--- config.mk ---
export PLATFORM = sky130hd
export DESIGN_NAME = top_k_frequency_heap_unit
export DESIGN_NICKNAME = d
export VERILOG_FILES = /design/src/design/tkfh_pkg.sv /design/src/design/top_k_frequency_heap_unit.sv
export SDC_FILE = /design/constraint.sdc
export NUM_CORES = 2
export LEC_CHECK = 0
export CORE_UTILIZATION = 25
export DETAILED_ROUTE_END_ITERATION = 12
export DONT_BUFFER_PORTS = 1
export PLACE_DENSITY_LB_ADDON = 0.3
export SKIP_LAST_GASP = 1
export SLEW_MARGIN = 15
export SYNTH_ARGS = -nofsm -noshare
export SYNTH_HDL_FRONTEND = slang
export SYNTH_SLANG_ARGS = --single-unit
export TNS_END_PERCENT = 100
--- constraint.sdc ---
create_clock -name clk -period 10.6 [get_ports clk]
set_input_delay 0.53 -clock clk [delete_from_list [all_inputs] [get_ports clk]]
set_output_delay 0.53 -clock clk [all_outputs]
set_load 0.01 [all_outputs]
--- src/design/tkfh_pkg.sv ---
// ----------------------------------------------------------------------------
// tkfh_pkg
// Sizes and the heap entry type of the top-k frequency heap unit.
// ----------------------------------------------------------------------------
package tkfh_pkg;

  localparam int MAX_ENTRIES = 32;
  localparam int IDX_W       = $clog2(MAX_ENTRIES);
  localparam int CNT_W       = $clog2(MAX_ENTRIES + 1);
  localparam int KEY_W       = 64;
  localparam int COUNT_W     = 32;
  localparam int SLOT_W      = 6;
  localparam int CFG_W       = 6;
  localparam logic [CFG_W-1:0] CAP_RESET = CFG_W'(32);

  localparam logic REQ_COUNT = 1'b0;
  localparam logic REQ_DRAIN = 1'b1;
  localparam logic KIND_SLOT = 1'b0;
  localparam logic KIND_RANK = 1'b1;

  typedef struct packed {
    logic [COUNT_W-1:0] cnt;
    logic [KEY_W-1:0]   key;
  } entry_t;

endpackage

--- src/design/top_k_frequency_heap_unit.sv ---
// ----------------------------------------------------------------------------
// top_k_frequency_heap_unit
// Min-heap of the most frequent words, one shared compare unit and one
// single-port-write heap memory under a small sequencer.
// ----------------------------------------------------------------------------
// Channel   Handshake              Payload
// request   start / busy           in_req_type in_word_key in_word_count in_held_slot
// result    out_valid (strobe)     out_result_kind out_key out_slot out_count out_last
// config    cfg_we                 cfg_data (capacity)
//
// A count request keeps busy while it walks the heap: each level sifted up fetches
// the parent and then decides (ST_UP_RD, ST_UP_DEC), each level sifted down fetches
// the left child, then the right child, then decides (ST_DN_RL, ST_DN_RR, ST_DN_DEC);
// a held word is first loaded and a full heap first tests its root. The memory read
// port, one access a cycle, sets this. A drain is a selection scan, one read per
// compare. Results come one a cycle at most and cannot be stalled. Reset (rst_n low,
// synchronous) empties the heap and sets capacity to 32; no clearing pass is needed.
// ----------------------------------------------------------------------------
module top_k_frequency_heap_unit (
  input  logic                          clk,
  input  logic                          rst_n,
  input  logic                          start,
  output logic                          busy,
  input  logic                          in_req_type,
  input  logic [tkfh_pkg::KEY_W-1:0]    in_word_key,
  input  logic [tkfh_pkg::COUNT_W-1:0]  in_word_count,
  input  logic signed [tkfh_pkg::SLOT_W-1:0] in_held_slot,
  output logic                          out_valid,
  output logic                          out_result_kind,
  output logic [tkfh_pkg::KEY_W-1:0]    out_key,
  output logic signed [tkfh_pkg::SLOT_W-1:0] out_slot,
  output logic [tkfh_pkg::COUNT_W-1:0]  out_count,
  output logic                          out_last,
  input  logic                          cfg_we,
  input  logic [tkfh_pkg::CFG_W-1:0]    cfg_data
);

  localparam int IW = tkfh_pkg::IDX_W;
  localparam int CW = tkfh_pkg::CNT_W;
  localparam int SW = tkfh_pkg::SLOT_W;
  localparam int LW = tkfh_pkg::IDX_W + 2;

  typedef enum logic [3:0] {
    ST_IDLE, ST_LD_HELD, ST_FULL_CHK, ST_UP_RD, ST_UP_DEC,
    ST_DN_RL, ST_DN_RR, ST_DN_DEC,
    ST_DR_RI, ST_DR_LI, ST_DR_SCAN, ST_DR_CMP, ST_DR_SW, ST_DR_W2
  } state_t;

  state_t                    state_r, state_nxt;
  logic [IW-1:0]             p_r, p_nxt;
  logic [CW-1:0]             n_r, n_nxt;
  logic [tkfh_pkg::CFG_W-1:0] cap_r;
  tkfh_pkg::entry_t          item_r, item_nxt;
  tkfh_pkg::entry_t          best_r, best_nxt;
  tkfh_pkg::entry_t          idata_r, idata_nxt;
  logic [IW-1:0]             bidx_r, bidx_nxt;
  logic                      bhas_r, bhas_nxt;
  logic [CW-1:0]             i_r, i_nxt, j_r, j_nxt;

  logic                      ov_r, ov_nxt, ok_r, ok_nxt, ol_r, ol_nxt;
  logic [tkfh_pkg::KEY_W-1:0]   okey_r, okey_nxt;
  logic [SW-1:0]             oslot_r, oslot_nxt;
  logic [tkfh_pkg::COUNT_W-1:0] ocnt_r, ocnt_nxt;

  // heap memory
  tkfh_pkg::entry_t          mem [tkfh_pkg::MAX_ENTRIES];
  tkfh_pkg::entry_t          rd_data_r, mem_wd;
  logic [IW-1:0]             mem_ra, mem_wa;
  logic                      mem_we;

  always_ff @(posedge clk) begin
    if (mem_we) begin
      mem[mem_wa] <= mem_wd;
    end
    rd_data_r <= mem[mem_ra];
  end

  // shared compare unit: a nearer the root than b
  tkfh_pkg::entry_t cmp_a, cmp_b;
  logic             cmp_lt;
  assign cmp_lt = (cmp_a.cnt != cmp_b.cnt) ? (cmp_a.cnt < cmp_b.cnt)
                                           : (cmp_a.key > cmp_b.key);

  // heap geometry around the current slot
  logic [LW-1:0] l_idx, r_idx;
  logic          l_in, r_in;
  assign l_idx = {1'b0, p_r, 1'b1};
  assign r_idx = l_idx + LW'(1);
  assign l_in  = l_idx < LW'(n_r);
  assign r_in  = r_idx < LW'(n_r);

  // effective capacity and request decode
  logic [31:0] cap_eff;
  logic        full, held;
  always_comb begin
    if (cap_r == '0) begin
      cap_eff = 32'd1;
    end else if (32'(cap_r) > tkfh_pkg::MAX_ENTRIES) begin
      cap_eff = 32'(tkfh_pkg::MAX_ENTRIES);
    end else begin
      cap_eff = 32'(cap_r);
    end
  end
  assign full = 32'(n_r) >= cap_eff;
  assign held = !in_held_slot[SW-1] && (CW'(in_held_slot[SW-2:0]) < n_r);
  assign busy = (state_r != ST_IDLE);

  always_comb begin
    state_nxt = state_r;
    p_nxt     = p_r;
    n_nxt     = n_r;
    item_nxt  = item_r;
    best_nxt  = best_r;
    idata_nxt = idata_r;
    bidx_nxt  = bidx_r;
    bhas_nxt  = bhas_r;
    i_nxt     = i_r;
    j_nxt     = j_r;
    ov_nxt    = 1'b0;
    ok_nxt    = tkfh_pkg::KIND_SLOT;
    ol_nxt    = 1'b0;
    okey_nxt  = okey_r;
    oslot_nxt = oslot_r;
    ocnt_nxt  = ocnt_r;
    mem_ra    = p_r;
    mem_we    = 1'b0;
    mem_wa    = p_r;
    mem_wd    = item_r;
    cmp_a     = item_r;
    cmp_b     = item_r;

    case (state_r)
      ST_IDLE: begin
        if (start) begin
          if (in_req_type == tkfh_pkg::REQ_DRAIN) begin
            i_nxt = '0;
            if (n_r != '0) begin
              state_nxt = ST_DR_RI;
            end
          end else if (held) begin
            mem_ra    = IW'(in_held_slot[SW-2:0]);
            p_nxt     = IW'(in_held_slot[SW-2:0]);
            state_nxt = ST_LD_HELD;
          end else begin
            item_nxt.cnt = in_word_count;
            item_nxt.key = in_word_key;
            if (!full) begin
              p_nxt     = IW'(n_r);
              n_nxt     = n_r + CW'(1);
              state_nxt = ST_UP_RD;
            end else begin
              mem_ra    = '0;
              state_nxt = ST_FULL_CHK;
            end
          end
        end
      end

      // held word: bump count, saturating, then sift down
      ST_LD_HELD: begin
        item_nxt = rd_data_r;
        if (rd_data_r.cnt != '1) begin
          item_nxt.cnt = rd_data_r.cnt + tkfh_pkg::COUNT_W'(1);
        end
        state_nxt = ST_DN_RL;
      end

      // full heap: does the word beat the root
      ST_FULL_CHK: begin
        cmp_a = rd_data_r;
        cmp_b = item_r;
        ov_nxt = 1'b1;
        if (cmp_lt) begin
          okey_nxt  = rd_data_r.key;
          oslot_nxt = '1;
          ocnt_nxt  = rd_data_r.cnt;
          p_nxt     = '0;
          state_nxt = ST_DN_RL;
        end else begin
          okey_nxt  = item_r.key;
          oslot_nxt = '1;
          ocnt_nxt  = '0;
          ol_nxt    = 1'b1;
          state_nxt = ST_IDLE;
        end
      end

      // sift up: fetch parent
      ST_UP_RD: begin
        if (p_r == '0) begin
          mem_we    = 1'b1;
          ov_nxt    = 1'b1;
          ol_nxt    = 1'b1;
          okey_nxt  = item_r.key;
          oslot_nxt = SW'(p_r);
          ocnt_nxt  = item_r.cnt;
          state_nxt = ST_IDLE;
        end else begin
          mem_ra    = IW'((p_r - IW'(1)) >> 1);
          state_nxt = ST_UP_DEC;
        end
      end

      ST_UP_DEC: begin
        cmp_a  = item_r;
        cmp_b  = rd_data_r;
        mem_we = 1'b1;
        ov_nxt = 1'b1;
        if (cmp_lt) begin
          mem_wd    = rd_data_r;
          okey_nxt  = rd_data_r.key;
          oslot_nxt = SW'(p_r);
          ocnt_nxt  = rd_data_r.cnt;
          p_nxt     = IW'((p_r - IW'(1)) >> 1);
          state_nxt = ST_UP_RD;
        end else begin
          okey_nxt  = item_r.key;
          oslot_nxt = SW'(p_r);
          ocnt_nxt  = item_r.cnt;
          ol_nxt    = 1'b1;
          state_nxt = ST_IDLE;
        end
      end

      // sift down: fetch left child or settle
      ST_DN_RL: begin
        if (!l_in) begin
          mem_we    = 1'b1;
          ov_nxt    = 1'b1;
          ol_nxt    = 1'b1;
          okey_nxt  = item_r.key;
          oslot_nxt = SW'(p_r);
          ocnt_nxt  = item_r.cnt;
          state_nxt = ST_IDLE;
        end else begin
          mem_ra    = IW'(l_idx);
          state_nxt = ST_DN_RR;
        end
      end

      // compare left child, fetch right child
      ST_DN_RR: begin
        cmp_a  = rd_data_r;
        cmp_b  = item_r;
        mem_ra = IW'(r_idx);
        bidx_nxt = IW'(l_idx);
        if (cmp_lt) begin
          best_nxt = rd_data_r;
          bhas_nxt = 1'b1;
        end else begin
          best_nxt = item_r;
          bhas_nxt = 1'b0;
        end
        state_nxt = ST_DN_DEC;
      end

      ST_DN_DEC: begin
        cmp_a = rd_data_r;
        cmp_b = best_r;
        if (r_in && cmp_lt) begin
          mem_we    = 1'b1;
          mem_wd    = rd_data_r;
          ov_nxt    = 1'b1;
          okey_nxt  = rd_data_r.key;
          oslot_nxt = SW'(p_r);
          ocnt_nxt  = rd_data_r.cnt;
          p_nxt     = IW'(r_idx);
          state_nxt = ST_DN_RL;
        end else if (bhas_r) begin
          mem_we    = 1'b1;
          mem_wd    = best_r;
          ov_nxt    = 1'b1;
          okey_nxt  = best_r.key;
          oslot_nxt = SW'(p_r);
          ocnt_nxt  = best_r.cnt;
          p_nxt     = bidx_r;
          state_nxt = ST_DN_RL;
        end else begin
          mem_we    = 1'b1;
          ov_nxt    = 1'b1;
          ol_nxt    = 1'b1;
          okey_nxt  = item_r.key;
          oslot_nxt = SW'(p_r);
          ocnt_nxt  = item_r.cnt;
          state_nxt = ST_IDLE;
        end
      end

      // drain: selection of the best remaining entry for rank i
      ST_DR_RI: begin
        mem_ra    = IW'(i_r);
        state_nxt = ST_DR_LI;
      end

      ST_DR_LI: begin
        idata_nxt = rd_data_r;
        best_nxt  = rd_data_r;
        bidx_nxt  = IW'(i_r);
        j_nxt     = i_r + CW'(1);
        state_nxt = ST_DR_SCAN;
      end

      ST_DR_SCAN: begin
        if (j_r < n_r) begin
          mem_ra    = IW'(j_r);
          state_nxt = ST_DR_CMP;
        end else begin
          state_nxt = ST_DR_SW;
        end
      end

      ST_DR_CMP: begin
        cmp_a = best_r;
        cmp_b = rd_data_r;
        if (cmp_lt) begin
          best_nxt = rd_data_r;
          bidx_nxt = IW'(j_r);
        end
        j_nxt     = j_r + CW'(1);
        state_nxt = ST_DR_SCAN;
      end

      // swap, first half, and emit the ranked entry
      ST_DR_SW: begin
        mem_we    = 1'b1;
        mem_wa    = bidx_r;
        mem_wd    = idata_r;
        ov_nxt    = 1'b1;
        ok_nxt    = tkfh_pkg::KIND_RANK;
        okey_nxt  = best_r.key;
        oslot_nxt = '1;
        ocnt_nxt  = best_r.cnt;
        ol_nxt    = (i_r == n_r - CW'(1));
        state_nxt = ST_DR_W2;
      end

      ST_DR_W2: begin
        mem_we = 1'b1;
        mem_wa = IW'(i_r);
        mem_wd = best_r;
        if (i_r == n_r - CW'(1)) begin
          n_nxt     = '0;
          state_nxt = ST_IDLE;
        end else begin
          i_nxt     = i_r + CW'(1);
          state_nxt = ST_DR_RI;
        end
      end

      default: begin
        state_nxt = ST_IDLE;
      end
    endcase
  end

  // state and registered outputs
  always_ff @(posedge clk) begin
    if (!rst_n) begin
      state_r <= ST_IDLE;
      n_r     <= '0;
      cap_r   <= tkfh_pkg::CAP_RESET;
      ov_r    <= 1'b0;
    end else begin
      state_r <= state_nxt;
      n_r     <= n_nxt;
      ov_r    <= ov_nxt;
      if (cfg_we) begin
        cap_r <= cfg_data;
      end
    end
    p_r     <= p_nxt;
    item_r  <= item_nxt;
    best_r  <= best_nxt;
    idata_r <= idata_nxt;
    bidx_r  <= bidx_nxt;
    bhas_r  <= bhas_nxt;
    i_r     <= i_nxt;
    j_r     <= j_nxt;
    ok_r    <= ok_nxt;
    ol_r    <= ol_nxt;
    okey_r  <= okey_nxt;
    oslot_r <= oslot_nxt;
    ocnt_r  <= ocnt_nxt;
  end

  assign out_valid       = ov_r;
  assign out_result_kind = ok_r;
  assign out_key         = okey_r;
  assign out_slot        = oslot_r;
  assign out_count       = ocnt_r;
  assign out_last        = ol_r;

endmodule

Word-level counts from Yosys, hierarchy flattened
Memories as Yosys holds them, arrays and structs flattened. A register that Yosys moved wholly into a read port is not among the register bits.
Cells that the tools add are included.
{"block": "totals", "reg_bits": 432, "ramBits": 3072, "input_bits": 113, "output_inout_bits": 106, "n_memories": 1}
{"block": "classes", "add_sub_neg": 7, "order_cmp": 8, "n_eq_ne": 31, "mux": 89, "reduce_logical": 33}
{"name": "mem", "words": 32, "word_bits": 96, "read_ports": 1, "rd_clocked_by_memory_dff": 1, "wr": 1, "line_no": "top_k_frequency_heap_unit.sv:66", "text": "tkfh_pkg::entry_t mem [tkfh_pkg::MAX_ENTRIES];"}
{"cell": "2-to-1 mux 96 bit", "count": 7}
{"cell": "case mux 96 bit (2 select lines)", "count": 3}
{"cell": "case mux 96 bit (4 select lines)", "count": 1}
{"cell": "2-to-1 mux 64 bit", "count": 5}
{"cell": "case mux 64 bit (5 select lines)", "count": 1}
{"cell": "case mux 96 bit (3 select lines)", "count": 1}
{"cell": "2-to-1 mux 32 bit", "count": 8}
{"cell": "case mux 32 bit (6 select lines)", "count": 1}
{"cell": "2-to-1 mux 5 bit", "count": 16}
{"cell": "2-to-1 mux 6 bit", "count": 11}
{"cell": "greater-than comparator 64 bit", "count": 1}
{"cell": "case mux 4 bit (13 select lines)", "count": 1}
{"cell": "case mux 6 bit (2 select lines)", "count": 3}
{"cell": "adder 32 x 1 -> 32 bit, second input constant", "count": 1}
{"cell": "greater-or-equal comparator 6 x 32 -> 1 bit", "count": 1}
{"cell": "less-than comparator 32 bit", "count": 1}
{"cell": "!= test 32 bit", "count": 1}
{"cell": "!= test 32 bit, second input constant", "count": 1}
{"cell": "case mux 5 bit (6 select lines)", "count": 1}
{"cell": "equality test 4 bit, second input constant", "count": 6}
{"cell": "!= test 2 bit, second input constant", "count": 12}
{"cell": "case mux 6 bit (4 select lines)", "count": 1}
{"cell": "case mux 5 bit (4 select lines)", "count": 1}
{"cell": "adder 6 x 1 -> 6 bit, second input constant", "count": 3}
{"cell": "other kinds (38)", "count": 80}

Depth between registers and ports, before layout
{"block": "logic_depth", "ltp_word": 9, "mapped_depth": 24}

Least setup slack after synthesis
OpenSTA, ideal clock, no wires.
{"block": "synth_timing", "kind": "reg-to-reg", "startpoint": "register state_r[1]", "endpoint": "register best_r[0] (netlist bit), enable pin", "setup_ns": 0.621, "t_arrival_ns": 9.619, "required_ns": 9.979, "slack_ns": 0.360, "stages_incl_launch_ff": 21, "n_path_buf": 6, "period_less_slack_ns": 10.240, "cell_sequence": "dfxtp_1 -> buf_2 -> buf_1 -> nor2_1 -> nand2_1 -> nand2_1 -> nor2_1 -> clkbuf_1 -> buf_1 -> a21oi_1 -> ha_1 -> a21o_1 -> a21o_1 -> a21oi_1 -> o21ai_0 -> a32o_1 -> a221o_1 -> o31a_1 -> clkbuf_1 -> buf_1 -> a31oi_1"}
{"block": "synth_between", "elab_chain_len": 7, "elab_cells_between_ends": 17}
{"item": "start, declared", "line_no": "top_k_frequency_heap_unit.sv:49", "text": "state_t state_r, state_nxt;"}
{"item": "start signal, assigned", "line_no": "top_k_frequency_heap_unit.sv:364", "text": "state_r <= state_nxt;"}
{"item": "equality test 4 x 3 -> 1 bit (tied with other cells)", "line_no": "top_k_frequency_heap_unit.sv:132", "text": "case (state_r)"}
{"item": "OR reduction 3 bit (no source line) / OR reduction 2 bit (equally long branches)"}
{"item": "case mux 96 bit (2 select lines)", "line_no": "top_k_frequency_heap_unit.sv:132"}
{"item": "greater-than comparator 64 bit (tied with other cells)", "line_no": "top_k_frequency_heap_unit.sv:82", "text": ": (cmp_a.key > cmp_b.key);"}
{"item": "2-to-1 mux 1 bit", "line_no": "top_k_frequency_heap_unit.sv:81", "text": "assign cmp_lt = (cmp_a.cnt != cmp_b.cnt) ? (cmp_a.cnt < cmp_b.cnt)"}
{"item": "!= test 2 bit (no source line)"}
{"item": "AND reduction 2 bit (no source line) (*)"}
{"item": "end signal, assigned", "line_no": "top_k_frequency_heap_unit.sv:373", "text": "best_r <= best_nxt;"}
{"item": "end, declared", "line_no": "top_k_frequency_heap_unit.sv:54", "text": "tkfh_pkg::entry_t best_r, best_nxt;"}
Every way passes the cells marked *; elsewhere a longest branch is shown, timed or not.
A chain may end at the register's enable or synchronous reset.

==> results.py <==
metrics = {
    "clocking": {
        "clk-insertion-delay-late_ns": 1.01,
        "cts_root_buf": "clkbuf_16",
        "post_cts_buffers": 0,
        "cts_hold_buf": 115,
        "htree_levels": 5,
        "cts.repair.resized": 0,
        "clk_pin_slew_ns": 0.06,
        "clock-sinks": 3600,
        "cts_tree": "done",
        "cts_buffers": 360,
        "clock_path_buffers": 4,
    },
    "setup_path": {
        "path_buf_inv": 7,
        "start_kind": "flip-flop",
        "cp_cell_sequence": "buf_4, inv_1, nor2_1, nand2_2, buf_4, nand2_4, nor2_4, buf_12, a21oi_1, ha_1, nand4_1, nor4_1, nand2_1, or3_1, nor2_1, o211ai_1, a21oi_4, buf_4, buf_4, mux2_2, a31oi_2, buf_4",
        "cp_top_family": "buffers and inverters",
        "cpMostUsedCell": "buf_4",
        "worstPathArrival_ns": 9.55,
        "cpMaxStageDelayCell": "buf_4",
        "required_ns": 11.35,
        "worst_setup_path_end_kind": "flip-flop",
        "critical_path_peak_fanout": 77,
        "crit_type": "flip-flop to flip-flop",
        "slowest_delay_ns": 0.77,
    },
    "die": {
        "die_w_um": 787.9,
        "rows": 288,
        "die-area_um2": 620800,
        "ioPinCount": 219,
        "die_y_um": 787.9,
        "coreArea_um2": 615100,
        "initial_utilization_pct": 25.10,
    },
    "route": {
        "viasPerCell": 5.370,
        "routedWlPerCell_um": 30.20,
        "dr.pass1.iters": 6,
        "drt_first_iter_violations": 13350,
        "route.detailed.drc": 0,
        "vias": 104700,
        "ant_nets": 0,
        "finalWirelength_mm": 588.6,
    },
    "placement": {
        "place_hpwl_mm": 306.9,
        "gp_congestion": 0.8584,
        "numPortBuffers": 0,
    },
    "status": {
        "status": "finished clean",
    },
    "sta": {
        "rsz0062_at_grt": "false",
        "fin_setup_tns_ns": 0,
        "period_share_pct": 83.05,
        "fin_skew_ns": 0.07981,
        "fin_crit_ns": 8.803,
        "hold_viol": 0,
        "setup_viol": 0,
        "fmax_mhz": 113.6,
        "tightest_slew_ns": 1.294,
        "slew_headroom_pct": 13.76,
        "slew_viol_final": 0,
    },
    "global_route": {
        "grt_pass1_wl_mm": 813.7,
        "antenna_found_initial": 57,
        "grt_max_degree": 162,
        "grt_pass1_vias": 99150,
        "grtUsageTotal_pct": 18.08,
        "overflow": 0,
    },
    "yosys": {
        "async_flop_share_pct": 0,
        "synthCells": 11190,
        "yosysUniqueCellTypes": 77,
        "ys_seq_area_share_pct": 69.26,
        "netlist.area_leader.share_pct": 67.77,
        "ys_seq_elements": 3600,
        "avgSynthCellArea_um2": 13.80,
        "synth-main-ff-cell": "edfxtp_1",
        "synth_warnings": 0,
        "synthTopCellsByArea": "edfxtp_1, nand2_1, mux2i_1, a32oi_1, mux2_2",
        "syn-num-nets": 11430,
        "synth_edf_count": 3485,
        "yosysTopAreaCell": "edfxtp_1",
        "syn-cell-area_um2": 154400,
    },
    "layout": {
        "multi_input_area_um2": 44380,
        "syn_to_final_growth_pct": 15.36,
        "drive_gt1_share_pct": 11.77,
        "register_area_um2": 107000,
        "nets": 11300,
        "nFillCells": 61500,
    },
    "flow_run": {
        "max_cap_viol_count": 0,
    },
    "worst_hold_path": {
        "min_path_type": "primary input to flip-flop",
    },
}
-- cells in the final DEF (no fill, tap or decap), types with 164 or more instances in the layout --
| cell | Yosys | routed |
|---|---|---|
| edfxtp_1 | 3485 | 3485 |
| a311oi_1 | 193 | 193 |
| mux2_2 | 288 | 288 |
| mux2i_1 | 535 | 535 |
| a21oi_1 | 503 | 500 |
| a31oi_1 | 229 | 164 |
| o211ai_1 | 424 | 424 |
| a211oi_1 | 194 | 194 |
| nand2_1 | 1757 | 1749 |
| and3_1 | 205 | 205 |
| buf_4 | 30 | 282 |
| a32oi_1 | 382 | 382 |
| nor2_1 | 235 | 193 |
| or3_1 | 383 | 382 |
| clkbuf_16 | 0 | 368 |
-- state kept, by name, summed over array words and instances (netlist names), 4 cells and up --
register / cells
item_r: 96
best_r: 96
out_count: 32
mem: 3072
state_r: 4
cap_r: 6
bidx_r: 5
out_slot: 6
j_r: 6
i_r: 6
n_r: 6
p_r: 5
out_key: 64
rd_data_r: 96
idata_r: 96
-- area by class of cell --
cell class,count,area share [%]
diodes,16,0.02248
clock buffers,465,5.509
clock inverters,202,1.202
inverters,23,0.04846
multi-input cells,6605,24.91
flip-flops and latches,3600,60.04
well taps,8120,5.703
repair buffers,462,2.565
-- through the flow --
stage | hold WS [ns] | cell area (um^2) | worst slack, ns | std cells | util [%]
6_report | 0.08210 | 178100 | 1.797 | 19490 | 28.96
5_1_grt | 0.08189 | 178100 | 1.522 | 19480 | 28.96
4_1_cts | 0.04041 | 178100 | 2.000 | 19480 | 28.95
3_5_place_dp | 0.5448 | 165000 | 2.071 | 18700 | 26.82
3_3_place_gp | 0.5413 | 165000 | 2.110 | 18700 | 26.82
2_1_floorplan | 0.4029 | 154400 | 0.3602 | 11190 | -
-- cells by family (layout without fill, tap and decap cells) --
| family | after synthesis | after routing | share of synthesized area [%] |
|---|---|---|---|
| AO/OA/AOI/OAI | 2500 | 2500 | 11.90 |
| XOR/XNOR | 61 | 61 | 0.3460 |
| adder cells (fa/ha/maj) | 130 | 130 | 1.053 |
| buffers and inverters | 982 | 1152 | 2.672 |
| flip-flops | 3600 | 3600 | 69.26 |
| multiplexers | 824 | 824 | 5.578 |
| other | 0 | 16 | 0 |
| AND/OR/NAND/NOR | 3090 | 3090 | 9.192 |
-- cell usage after synthesis, types with 229 or more instances --
cell type / count
mux2_2: 288
clkbuf_1: 605
nand2_1: 1757
a21oi_1: 503
a31oi_1: 229
buf_2: 250
o211ai_1: 424
a32oi_1: 382
edfxtp_1: 3485
mux2i_1: 535
or3_1: 383
nor2_1: 235
-- routing by layer --
metal  up-vias  part of all wire, %  track usage [%]  routed length (um)
li1      43820                    -                -                   -
met1     54460                   42            24.66              245300
met5         -                0.016                0                  93
met4        14                  3.6            6.190               21370
met2      5384                   46            28.83              268900
met3       996                  9.0            3.372               52990
-- final timing paths --
check,startpoint,end,slack (ns),depth (start not counted)
worst max register to register,state_r[2],mem[8][80],1.80,22
worst min-delay path,in_word_count[5],item_r[69],0.08,2
worst min register to register,rd_data_r[36],idata_r[36],0.57,0
worst max-delay path,state_r[2],mem[8][80],1.80,22
Power is left out: the tool's default activity adds up to more than one toggle a clock period on the data nets, which glitch-free logic cannot reach.
